$ cat config.mk
export PLATFORM = sky130hd
export DESIGN_NAME = integer_ratio_pixel_upscaler_unit
export DESIGN_NICKNAME = d
export VERILOG_FILES = /design/src/rtl/core/irpu_pkg.sv /design/src/rtl/core/irpu_ctrl.sv /design/src/rtl/core/irpu_dp.sv /design/src/rtl/core/integer_ratio_pixel_upscaler_unit.sv
export SDC_FILE = /design/constraint.sdc
export NUM_CORES = 1
export LEC_CHECK = 0
export BUFFER_PORTS_ARGS = -buffer_cell sky130_fd_sc_hd__buf_2
export CAP_MARGIN = 10
export CORE_ASPECT_RATIO = 1.1
export CORE_MARGIN = 1
export CORE_UTILIZATION = 45
export CTS_CLUSTER_DIAMETER = 60
export DETAILED_ROUTE_END_ITERATION = 16
export GPL_TIMING_DRIVEN = 0
export PLACE_DENSITY = 0.73
export SYNTH_ARGS = -nofsm -noshare
export SYNTH_HDL_FRONTEND = slang
export SYNTH_SLANG_ARGS = --single-unit
$ cat constraint.sdc
create_clock -name clk -period 10.5 [get_ports clk]
set_clock_uncertainty 0.05 [all_clocks]
set_input_delay 1.575 -clock clk [delete_from_list [all_inputs] [get_ports clk]]
set_output_delay 1.575 -clock clk [all_outputs]
set_load 0.05 [all_outputs]
$ cat src/rtl/core/irpu_pkg.sv
package irpu_pkg;

  // Size limits of the source image and of the enlargement factor.
  localparam int MAX_WIDTH  = 1024;
  localparam int MAX_HEIGHT = 1024;
  localparam int MAX_RATIO  = 8;

  // Field widths that the interface fixes.
  localparam int COLOR_W = 8;
  localparam int ADDR_W  = 26;
  localparam int RAT_W   = 4;
  localparam int SIZE_W  = 11;

  // Configuration port.
  localparam int CFG_IDX_W = 2;
  localparam int CFG_DAT_W = SIZE_W;
  localparam logic [CFG_IDX_W-1:0] CFG_RATIO  = 2'd0;
  localparam logic [CFG_IDX_W-1:0] CFG_WIDTH  = 2'd1;
  localparam logic [CFG_IDX_W-1:0] CFG_HEIGHT = 2'd2;

  // Register values after reset.
  localparam logic [RAT_W-1:0]  RST_RATIO  = 4'd2;
  localparam logic [SIZE_W-1:0] RST_WIDTH  = 11'd640;
  localparam logic [SIZE_W-1:0] RST_HEIGHT = 11'd480;

  // Internal widths derived from the limits.
  localparam int COL_W  = $clog2(MAX_WIDTH);
  localparam int ROW_W  = $clog2(MAX_HEIGHT);
  localparam int CNT_W  = ((COL_W > SIZE_W) ? COL_W : SIZE_W) + 1;
  localparam int RCNT_W = ((ROW_W > SIZE_W) ? ROW_W : SIZE_W) + 1;
  localparam int X_W    = $clog2(MAX_WIDTH * MAX_RATIO);
  localparam int Y_W    = $clog2(MAX_HEIGHT * MAX_RATIO);
  localparam int DW_W   = $clog2(MAX_WIDTH * MAX_RATIO + 1);
  localparam int PROD_W = Y_W + DW_W;
  localparam int D_W    = $clog2(MAX_RATIO);

  typedef struct packed {
    logic [COLOR_W-1:0] red_in;
    logic [COLOR_W-1:0] green_in;
    logic [COLOR_W-1:0] blue_in;
  } in_pix_t;

  typedef struct packed {
    logic [ADDR_W-1:0]  dest_address;
    logic [COLOR_W-1:0] red_out;
    logic [COLOR_W-1:0] green_out;
    logic [COLOR_W-1:0] blue_out;
    logic               block_last;
    logic               frame_end;
  } out_wr_t;

  // Commands from the controller to the datapath.
  typedef struct packed {
    logic capture;
    logic load_base;
    logic emit;
    logic step_col;
    logic step_row;
    logic blk_last;
  } irpu_cmd_t;

  // Status from the datapath to the controller.
  typedef struct packed {
    logic [RAT_W-1:0] ratio;
    logic             out_free;
  } irpu_stat_t;

endpackage

$ cat src/rtl/core/irpu_ctrl.sv
module irpu_ctrl
  import irpu_pkg::*;
(
  input  logic       clk,
  input  logic       rst_n,
  input  logic       in_valid,
  output logic       in_stall,
  input  irpu_stat_t stat,
  output irpu_cmd_t  cmd
);

  localparam logic [1:0] ST_IDLE = 2'd0;
  localparam logic [1:0] ST_BASE = 2'd1;
  localparam logic [1:0] ST_EMIT = 2'd2;

  logic [1:0]     state_r, state_nxt;
  logic [D_W-1:0] dx_r, dx_nxt;
  logic [D_W-1:0] dy_r, dy_nxt;
  logic           dx_end, dy_end;

  // Position inside the replicated block.
  assign dx_end = (RAT_W'(dx_r) == stat.ratio - RAT_W'(1));
  assign dy_end = (RAT_W'(dy_r) == stat.ratio - RAT_W'(1));

  assign in_stall = (state_r != ST_IDLE);

  // Sequencing of one source pixel: capture, base address, block writes.
  always_comb begin
    state_nxt    = state_r;
    dx_nxt       = dx_r;
    dy_nxt       = dy_r;
    cmd          = '0;
    cmd.blk_last = dx_end && dy_end;
    case (state_r)
      ST_IDLE: begin
        if (in_valid) begin
          cmd.capture = 1'b1;
          state_nxt   = ST_BASE;
        end
      end
      ST_BASE: begin
        cmd.load_base = 1'b1;
        dx_nxt        = '0;
        dy_nxt        = '0;
        state_nxt     = ST_EMIT;
      end
      ST_EMIT: begin
        if (stat.out_free) begin
          cmd.emit = 1'b1;
          if (!dx_end) begin
            cmd.step_col = 1'b1;
            dx_nxt       = dx_r + D_W'(1);
          end else if (!dy_end) begin
            cmd.step_row = 1'b1;
            dx_nxt       = '0;
            dy_nxt       = dy_r + D_W'(1);
          end else begin
            state_nxt = ST_IDLE;
          end
        end
      end
      default: begin
        state_nxt = ST_IDLE;
      end
    endcase
  end

  always_ff @(posedge clk) begin
    if (!rst_n) begin
      state_r <= ST_IDLE;
      dx_r    <= '0;
      dy_r    <= '0;
    end else begin
      state_r <= state_nxt;
      dx_r    <= dx_nxt;
      dy_r    <= dy_nxt;
    end
  end

endmodule

$ cat src/rtl/core/irpu_dp.sv
module irpu_dp
  import irpu_pkg::*;
(
  input  logic                 clk,
  input  logic                 rst_n,
  input  logic                 cfg_we,
  input  logic [CFG_IDX_W-1:0] cfg_index,
  input  logic [CFG_DAT_W-1:0] cfg_data,
  input  in_pix_t              in_data,
  output logic                 out_valid,
  input  logic                 out_stall,
  output out_wr_t              out_data,
  input  irpu_cmd_t            cmd,
  output irpu_stat_t           stat
);

  logic [RAT_W-1:0]  ratio_r;
  logic [SIZE_W-1:0] width_r, height_r;
  logic [COL_W-1:0]  col_r;
  logic [ROW_W-1:0]  row_r;
  logic [RAT_W-1:0]  r_eff;
  logic [CNT_W-1:0]  w_eff;
  logic [RCNT_W-1:0] h_eff;
  logic              last_col, last_row;
  in_pix_t           pix_r;
  logic [Y_W-1:0]    y0_r;
  logic [X_W-1:0]    x0_r;
  logic [DW_W-1:0]   dw_r;
  logic              lastc_r, lastr_r;
  logic [PROD_W-1:0] prod;
  logic [ADDR_W-1:0] base;
  logic [ADDR_W-1:0] addr_r, rowstart_r, next_rowstart;
  logic              out_valid_r;
  out_wr_t           out_r;

  // Configuration registers.
  always_ff @(posedge clk) begin
    if (!rst_n) begin
      ratio_r  <= RST_RATIO;
      width_r  <= RST_WIDTH;
      height_r <= RST_HEIGHT;
    end else if (cfg_we) begin
      case (cfg_index)
        CFG_RATIO:  ratio_r  <= cfg_data[RAT_W-1:0];
        CFG_WIDTH:  width_r  <= cfg_data[SIZE_W-1:0];
        CFG_HEIGHT: height_r <= cfg_data[SIZE_W-1:0];
        default: ;
      endcase
    end
  end

  // Clamp the settings into their usable ranges; zero acts as one.
  always_comb begin
    if (ratio_r == '0) begin
      r_eff = RAT_W'(1);
    end else if (ratio_r > RAT_W'(MAX_RATIO)) begin
      r_eff = RAT_W'(MAX_RATIO);
    end else begin
      r_eff = ratio_r;
    end
    if (width_r == '0) begin
      w_eff = CNT_W'(1);
    end else if (CNT_W'(width_r) > CNT_W'(MAX_WIDTH)) begin
      w_eff = CNT_W'(MAX_WIDTH);
    end else begin
      w_eff = CNT_W'(width_r);
    end
    if (height_r == '0) begin
      h_eff = RCNT_W'(1);
    end else if (RCNT_W'(height_r) > RCNT_W'(MAX_HEIGHT)) begin
      h_eff = RCNT_W'(MAX_HEIGHT);
    end else begin
      h_eff = RCNT_W'(height_r);
    end
  end

  // The counters wrap once they reach the size, even after a size change.
  assign last_col = (CNT_W'(col_r) + CNT_W'(1)) >= w_eff;
  assign last_row = (RCNT_W'(row_r) + RCNT_W'(1)) >= h_eff;

  always_ff @(posedge clk) begin
    if (!rst_n) begin
      col_r <= '0;
      row_r <= '0;
    end else if (cmd.capture) begin
      if (last_col) begin
        col_r <= '0;
        row_r <= last_row ? '0 : row_r + ROW_W'(1);
      end else begin
        col_r <= col_r + COL_W'(1);
      end
    end
  end

  // On the input transfer: color, scaled position and scaled width.
  always_ff @(posedge clk) begin
    if (cmd.capture) begin
      pix_r   <= in_data;
      y0_r    <= Y_W'(row_r) * Y_W'(r_eff);
      x0_r    <= X_W'(col_r) * X_W'(r_eff);
      dw_r    <= DW_W'(w_eff) * DW_W'(r_eff);
      lastc_r <= last_col;
      lastr_r <= last_row;
    end
  end

  // Address of the top left write of the block, kept to the address width.
  assign prod          = PROD_W'(y0_r) * PROD_W'(dw_r);
  assign base          = ADDR_W'(prod) + ADDR_W'(x0_r);
  assign next_rowstart = rowstart_r + ADDR_W'(dw_r);

  // Walk the block: next column, or start of the next destination row.
  always_ff @(posedge clk) begin
    if (cmd.load_base) begin
      addr_r     <= base;
      rowstart_r <= base;
    end else if (cmd.step_row) begin
      addr_r     <= next_rowstart;
      rowstart_r <= next_rowstart;
    end else if (cmd.step_col) begin
      addr_r <= addr_r + ADDR_W'(1);
    end
  end

  // Output register: loads when empty or when its result is taken.
  always_ff @(posedge clk) begin
    if (!rst_n) begin
      out_valid_r <= 1'b0;
    end else if (cmd.emit) begin
      out_valid_r <= 1'b1;
    end else if (!out_stall) begin
      out_valid_r <= 1'b0;
    end
  end

  always_ff @(posedge clk) begin
    if (cmd.emit) begin
      out_r.dest_address <= addr_r;
      out_r.red_out      <= pix_r.red_in;
      out_r.green_out    <= pix_r.green_in;
      out_r.blue_out     <= pix_r.blue_in;
      out_r.block_last   <= cmd.blk_last;
      out_r.frame_end    <= cmd.blk_last && lastc_r && lastr_r;
    end
  end

  assign out_valid     = out_valid_r;
  assign out_data      = out_r;
  assign stat.ratio    = r_eff;
  assign stat.out_free = !out_valid_r || !out_stall;

endmodule

$ cat src/rtl/core/integer_ratio_pixel_upscaler_unit.sv
// Nearest-neighbor integer upscaler. Source RGB pixels come in raster order, one per
// input transfer; each one is replicated into a ratio x ratio block of destination
// writes, row by row and left to right, each carrying the pixel index in the
// enlarged frame and the color. block_last marks the final write of each block and
// frame_end the final write of the last source pixel of the frame. Column and row
// counters wrap at the programmed source size; program the registers only while the
// block is idle. Each source pixel goes through the input transfer with the scaled
// position products, then the base address multiply, then one write per cycle from
// the single output register while the output is not stalled. The next pixel is
// taken while the final write still waits.
module integer_ratio_pixel_upscaler_unit
  import irpu_pkg::*;
(
  input  logic                 clk,
  input  logic                 rst_n,
  input  logic                 cfg_we,
  input  logic [CFG_IDX_W-1:0] cfg_index,
  input  logic [CFG_DAT_W-1:0] cfg_data,
  input  logic                 in_valid,
  output logic                 in_stall,
  input  in_pix_t              in_data,
  output logic                 out_valid,
  input  logic                 out_stall,
  output out_wr_t              out_data
);

  irpu_cmd_t  cmd;
  irpu_stat_t stat;

  // Sequencer for one source pixel.
  irpu_ctrl u_ctrl (
    .clk      (clk),
    .rst_n    (rst_n),
    .in_valid (in_valid),
    .in_stall (in_stall),
    .stat     (stat),
    .cmd      (cmd)
  );

  // Settings, counters, address generation and output register.
  irpu_dp u_dp (
    .clk       (clk),
    .rst_n     (rst_n),
    .cfg_we    (cfg_we),
    .cfg_index (cfg_index),
    .cfg_data  (cfg_data),
    .in_data   (in_data),
    .out_valid (out_valid),
    .out_stall (out_stall),
    .out_data  (out_data),
    .cmd       (cmd),
    .stat      (stat)
  );

endmodule

Word-level counts from Yosys, hierarchy flattened

Index checks and enable logic that the tools add are counted.

Bits of input ports: 42
Output and inout bits: 54
ROM bits: 0
RAM bits: 0
Bits in registers: 225
Memories kept: 0
Bits in latches: 0

Multiplexer cells: 36
Divide/modulo/power cells: 0
Add/subtract/negate cells: 10
Shift operators: 0
Multipliers: 4
Equal/unequal tests: 13
Bitwise gates (word level): 0
Reductions and logical operators: 22
$lt $le $gt $ge: 5

Operators with widths:

| kind                                                            | number |
|---|---|
| 26-bit two-way mux                                              | 5 |
| 26-bit by 1-bit adder with 26-bit output, second input constant | 1 |
| 26-bit by 13-bit adder with 26-bit output                       | 1 |
| 26-bit by 14-bit adder with 26-bit output                       | 1 |
| 10-bit by 4-bit multiplier with 13-bit output                   | 2 |
| 13-bit by 14-bit multiplier with 26-bit output                  | 1 |
| 12-bit greater-or-equal comparator                              | 2 |
| 12-bit two-way mux                                              | 2 |
| 3-bit two-way mux                                               | 8 |
| 10-bit by 1-bit adder with 11-bit output, second input constant | 2 |
| 11-bit > comparator, second input constant                      | 2 |
| 11-bit zero test                                                | 2 |
| 11-bit two-way mux                                              | 2 |
| 10-bit by 1-bit adder with 10-bit output, second input constant | 2 |
| 10-bit two-way mux                                              | 2 |
| 12-bit by 4-bit multiplier with 14-bit output                   | 1 |
| 3-bit one-hot mux with 2 select lines                           | 2 |
| 3-bit by 4-bit == test with 1-bit output                        | 2 |
| 1-bit two-way mux                                               | 8 |
| 2-bit two-way mux                                               | 4 |
| 4-bit two-way mux                                               | 2 |
| 2-bit AND reduction                                             | 4 |
| 4-bit AND reduction                                             | 2 |
| 3-bit by 1-bit adder with 3-bit output, second input constant   | 2 |
| other kinds (16)                                                | 28 |

Depth between registers and ports, before layout

Depth after elaboration: 12
Gate-level depth with buffers: 23

Cells and area by module

From an unflattened synthesis, not the netlist that was laid out.

Cell total of the unflattened synthesis: 2080
Area total of the unflattened synthesis: 20268.2 sq um

Modules (own cells, without submodules):

| module    | area an instance (sq um) | sequential area each (sq um) | instances | cells an instance |
|---|---|---|---|---|
| irpu_dp   | 19671.4                  | 6045.8                       | 1         | 2010 |
| irpu_ctrl | 596.8                    | 160.2                        | 1         | 70 |

Worst setup path after synthesis

OpenSTA, ideal clock, no wires.

Path type: flip-flop to flip-flop
From: register u_dp.dw_r[8]
To: register u_dp.rowstart_r[24] (data pin)
Library setup time: 0.260 ns
Arrival: 5.867 ns
Stages on the path, launching flop included: 22
Data required time: 10.190 ns
Setup slack: 4.323 ns
Path buffers: 2
Path through: edfxtp_1 clkbuf_1 and2_1 fa_1 inv_1 fa_1 inv_1 fa_1 fa_1 fa_1 inv_1 fa_1 inv_1 ha_1 buf_2 a21o_1 a2111oi_0 o2111ai_1 a41o_1 a31oi_1 xnor2_1 mux2_2

Longest elaborated chain between the ends: 3

RTL lines:

| element                                                                                                            | RTL line                       | text |
|---|---|---|
| start, declared                                                                                                    | irpu_dp.sv:28                  | `logic [DW_W-1:0] dw_r;` |
| start signal, assigned                                                                                             | irpu_dp.sv:101                 | `dw_r <= DW_W'(w_eff) * DW_W'(r_eff);` |
| 13-bit by 14-bit multiplier with 26-bit output / 26-bit by 14-bit adder with 26-bit output (equally long branches) | irpu_dp.sv:108, irpu_dp.sv:110 |  |
| 26-bit by 13-bit adder with 26-bit output / 26-bit two-way mux (equally long branches)                             | irpu_dp.sv:109, irpu_dp.sv:117 |  |
| 26-bit two-way mux (*)                                                                                             | irpu_dp.sv:114                 | `if (cmd.load_base) begin` |
| end signal, assigned                                                                                               | irpu_dp.sv:116                 | `rowstart_r <= base;` |
| end signal, assigned                                                                                               | irpu_dp.sv:119                 | `rowstart_r <= next_rowstart;` |
| end, declared                                                                                                      | irpu_dp.sv:32                  | `logic [ADDR_W-1:0] addr_r, rowstart_r, next_rowstart;` |

Every way passes the cells marked *; elsewhere a longest branch is shown, timed or not. The select of a mux whose other input is x is not followed.
A chain may end at the register's enable or synchronous reset.

Worst setup path after layout

From: register u_dp.dw_r[8]
To: register u_dp.addr_r[22] (data pin)

Longest elaborated chain between the ends: 3

RTL lines:

| element                                                                                                            | RTL line                       | text |
|---|---|---|
| 13-bit by 14-bit multiplier with 26-bit output / 26-bit by 14-bit adder with 26-bit output (equally long branches) | irpu_dp.sv:108, irpu_dp.sv:110 |  |
| 26-bit by 13-bit adder with 26-bit output / 26-bit two-way mux (equally long branches)                             | irpu_dp.sv:109, irpu_dp.sv:117 |  |
| 26-bit two-way mux (*)                                                                                             | irpu_dp.sv:114                 |  |
| end signal, assigned                                                                                               | irpu_dp.sv:115                 | `addr_r <= base;` |
| end signal, assigned                                                                                               | irpu_dp.sv:118                 | `addr_r <= next_rowstart;` |
| end signal, assigned                                                                                               | irpu_dp.sv:121                 | `addr_r <= addr_r + ADDR_W'(1);` |
| end, declared                                                                                                      | irpu_dp.sv:32                  |  |

Every way passes the cells marked *; elsewhere a longest branch is shown, timed or not.

==> impl_metrics.csv <==
group,metric,value,unit
run_status,status,"complete, no violations",
layout,layout_commonest_cell,"nand2_1",
critical_path,reg2reg_slack,3.24,ns
route,wl_per_cell,18.2,um
sta,timing.setup.tns,0,ns
floorplanning,die_h,226,um
synthesis,synth-seq-cells,225,
critical_path,crit_path_start,"u_dp.dw_r[8]",
synthesis,async_reset_ff_share,0,%
critical_path,worstSetupEndpoint,"u_dp.addr_r[22]",
cts,cts-htree-levels,1,
critical_path,r2r_cells,21,
placed_design,dp_hpwl,41.6,mm
floorplanning,die_area,0.0463,mm2
cts,post-cts-setup-buffers,0,
floorplanning,rows,81,
synthesis,syn_inst,2123,
placed_design,postPlaceCellArea,0.0217,mm2
layout,synthToLayoutAreaGrowth,10.5,%
placed_design,dpl_worst_slack,3.29,ns
sta,finalSetupViolCount,0,
global_routing,grt_pass1_wl,84.2,mm
synthesis,yosysUniqueCellTypes,78,
cts,clockBufferDepth,3,
floorplanning,start_util,45.8,%
sta,worst_slack,3.24,ns
cts,clock_latency,0.55,ns
layout,design_area,0.0226,mm2
sta,max_freq,138,MHz
critical_path,path_cells,"clkbuf_1 > and2_1 > fa_1 > inv_1 > fa_1 > inv_1 > fa_1 > fa_1 > fa_1 > inv_1 > fa_1 > inv_1 > ha_1 > buf_2 > a21o_1 > a2111oi_0 > o2111ai_1 > a41o_1 > nand2_1 > mux2i_1 > o311ai_0",
cts,cts_tree,"built",
route,remaining_drc_errors,0,
global_routing,grt_use_total,23.0,%
critical_path,required,10.69,ns
synthesis,ys.flop_type,"edfxtp_1",
cts,cts.sink_count,225,
critical_path,path_max_fanout,10,
layout,finalNetCount,2664,
sta,final-hold-violation-count,0,
floorplanning,boundaryPins,96,
synthesis,syn_nets,2539,
critical_path,r2r_start,"u_dp.dw_r[8]",
layout,final_core_util,50.6,%
hold_path,hp-class,"register to register",
sta,grt_setup_unrepaired,"no",
critical_path,max_stage_delay,0.60,ns
sta,period_needed,7.26,ns
synthesis,syn_area,0.0205,mm2
placed_design,portBuffers,94,
synthesis,seq_area_frac_synth,30.3,%
critical_path,crit_type,"register to register",
floorplanning,die_w,205,um
synthesis,synth_area_per_cell,9.64,um2
floorplanning,core_area,0.0447,mm2
layout,drive_gt1_share,7.58,%
synthesis,ys.warnings.count,0,
critical_path,cpMaxStageDelayCell,"edfxtp_1",
run,cap_violations,0,
route,vias_per_cell,5.54,
sta,slew_headroom,19.8,%
global_routing,overflow,0,
cts,ctsHoldBuffers,0,
critical_path,path_common_cell,"fa_1",
critical_path,crit_path_end_kind,"register",
cts,clkTransAtPathRegs,0.06,ns
route,first_pass_iters,5,
sta,slew_viol_final,0,
cts,cts_root_buf,"clkbuf_16",
layout,most-common-layout-cells,"292 x nand2_1, 254 x inv_1, 191 x fa_1, 183 x ha_1, 170 x edfxtp_1",
critical_path,cp-start-kind,"register",
route,ant_nets,0,
sta,tightest_slew,1.20,ns
critical_path,rr_endpoint,"u_dp.addr_r[22]",
global_routing,grt_pass1_vias,16400,
placed_design,gp_routability_congestion,0.956,
global_routing,antenna_found_initial,0,
route,vias,15800,
layout,fillers,4030,
route,dr.first_iter.drc_count,1025,
cts,cts-resized-gates,0,
critical_path,arrival,7.44,ns
route,routed_wl,51.8,mm
layout,num_antenna_cells,0,
cts,cts_buffers,26,
synthesis,synth_edf_count,170,
global_routing,grt_max_degree,48,
sta,finalCritPeriodShare,69.1,%
worst max-delay path: cells and delay by family (launching register included):
kind	cells	cell delay, ns
buffers and inverters	6	0.75
AO/OA/AOI/OAI	5	1.45
flip-flops	1	0.60
multiplexers	1	0.24
adder cells (fa/ha/maj)	7	3.40
AND/OR/NAND/NOR	2	0.45
state kept, by name, indices dropped and copies added, names as in the netlist, 4 cells and up:
register	flops
u_dp.height_r	11
u_dp.pix_r	24
u_dp.rowstart_r	26
u_dp.addr_r	26
u_dp.col_r	10
u_dp.width_r	11
u_dp.x0_r	13
u_dp.out_data	52
u_dp.y0_r	13
u_dp.dw_r	14
u_dp.row_r	10
u_dp.ratio_r	4
worst min path at each step:
| stage | startpoint | to | cells after the start |
|---|---|---|---|
| 3_5_place_dp | u_dp.pix_r[22] | u_dp.out_data[24] | 0 |
| 3_3_place_gp | u_dp.pix_r[22] | u_dp.out_data[24] | 0 |
| 2_1_floorplan | u_dp.pix_r[8] | u_dp.out_data[10] | 0 |
| 6_report | u_dp.pix_r[6] | u_dp.out_data[8] | 0 |
| 4_1_cts | u_dp.pix_r[13] | u_dp.out_data[15] | 0 |
| 5_1_grt | u_dp.pix_r[4] | u_dp.out_data[6] | 0 |
layout make-up:
cell class                      instances  area (um2)  share of cell area (%)
Multi-Input combinational cell       1547       12900                    57.2
Inverter                              259         972                    4.30
Clock buffer                           30         666                    2.94
Timing Repair Buffer                   97         526                    2.32
Tap cell                              581         727                    3.21
Clock inverter                         18         235                    1.04
Sequential cell                       225        6210                    27.4
Buffer                                 92         359                    1.59
stage by stage:
stage | hold WS (ns) | instances
floorplan | 0.350 | 2123
global placement | 0.350 | 2798
detailed placement | 0.355 | 2801
CTS | 0.366 | 2849
global route | 0.372 | 2849
finish | 0.369 | 2849
metal layers:
| layer | global-route usage [%] | up-vias | part of all wire, % |
|---|---|---|---|
| li1 | - | 7412 | - |
| met4 | 9.89 | 0 | 4.6 |
| met5 | 0 | - | 0 |
| met3 | 2.83 | 123 | 5.2 |
| met1 | 28.1 | 7763 | 40 |
| met2 | 40.6 | 482 | 50 |
logic make-up (layout without fill, tap and decap cells):
kind of cell | Yosys count | after routing | synth area share [%]
AO/OA/AOI/OAI | 303 | 303 | 9.60
XOR/XNOR | 114 | 114 | 5.01
adder cells (fa/ha/maj) | 374 | 374 | 29.9
buffers and inverters | 351 | 496 | 6.51
flip-flops | 225 | 225 | 30.3
multiplexers | 20 | 20 | 0.991
AND/OR/NAND/NOR | 736 | 736 | 17.7
cell usage after synthesis (7+ instances only):
library cell  count  share of area (%)
xor2_1           48                2.1
a21oi_1         106                2.6
nand3_1          75                1.8
nor2_1           75                1.4
buf_1             8               0.15
fa_1            191                 19
and3_1           38                1.2
nor2b_1          14               0.43
dfxtp_1          55                5.4
o211ai_1         14               0.51
o21bai_1         12               0.44
and2_1          112                3.4
mux2i_1          18               0.88
nor4_1           12               0.37
ha_1            183                 11
o21a_1            9               0.33
a21o_1           24               0.88
or3_1            11               0.34
edfxtp_1        170                 25
nand4_1          29               0.89
nand2_1         292                5.4
nand3b_1         15               0.55
xnor2_1          64                2.7
nor3_1           32               0.78
a31oi_1           8               0.24
clkbuf_1         78                1.4
inv_1           256                4.7
or2_2             7               0.21
o21ai_0          60                1.5
a211oi_1          8               0.29
Power is left out: the tool's default activity adds up to more than one toggle a clock period on the data nets, which glitch-free logic cannot reach.
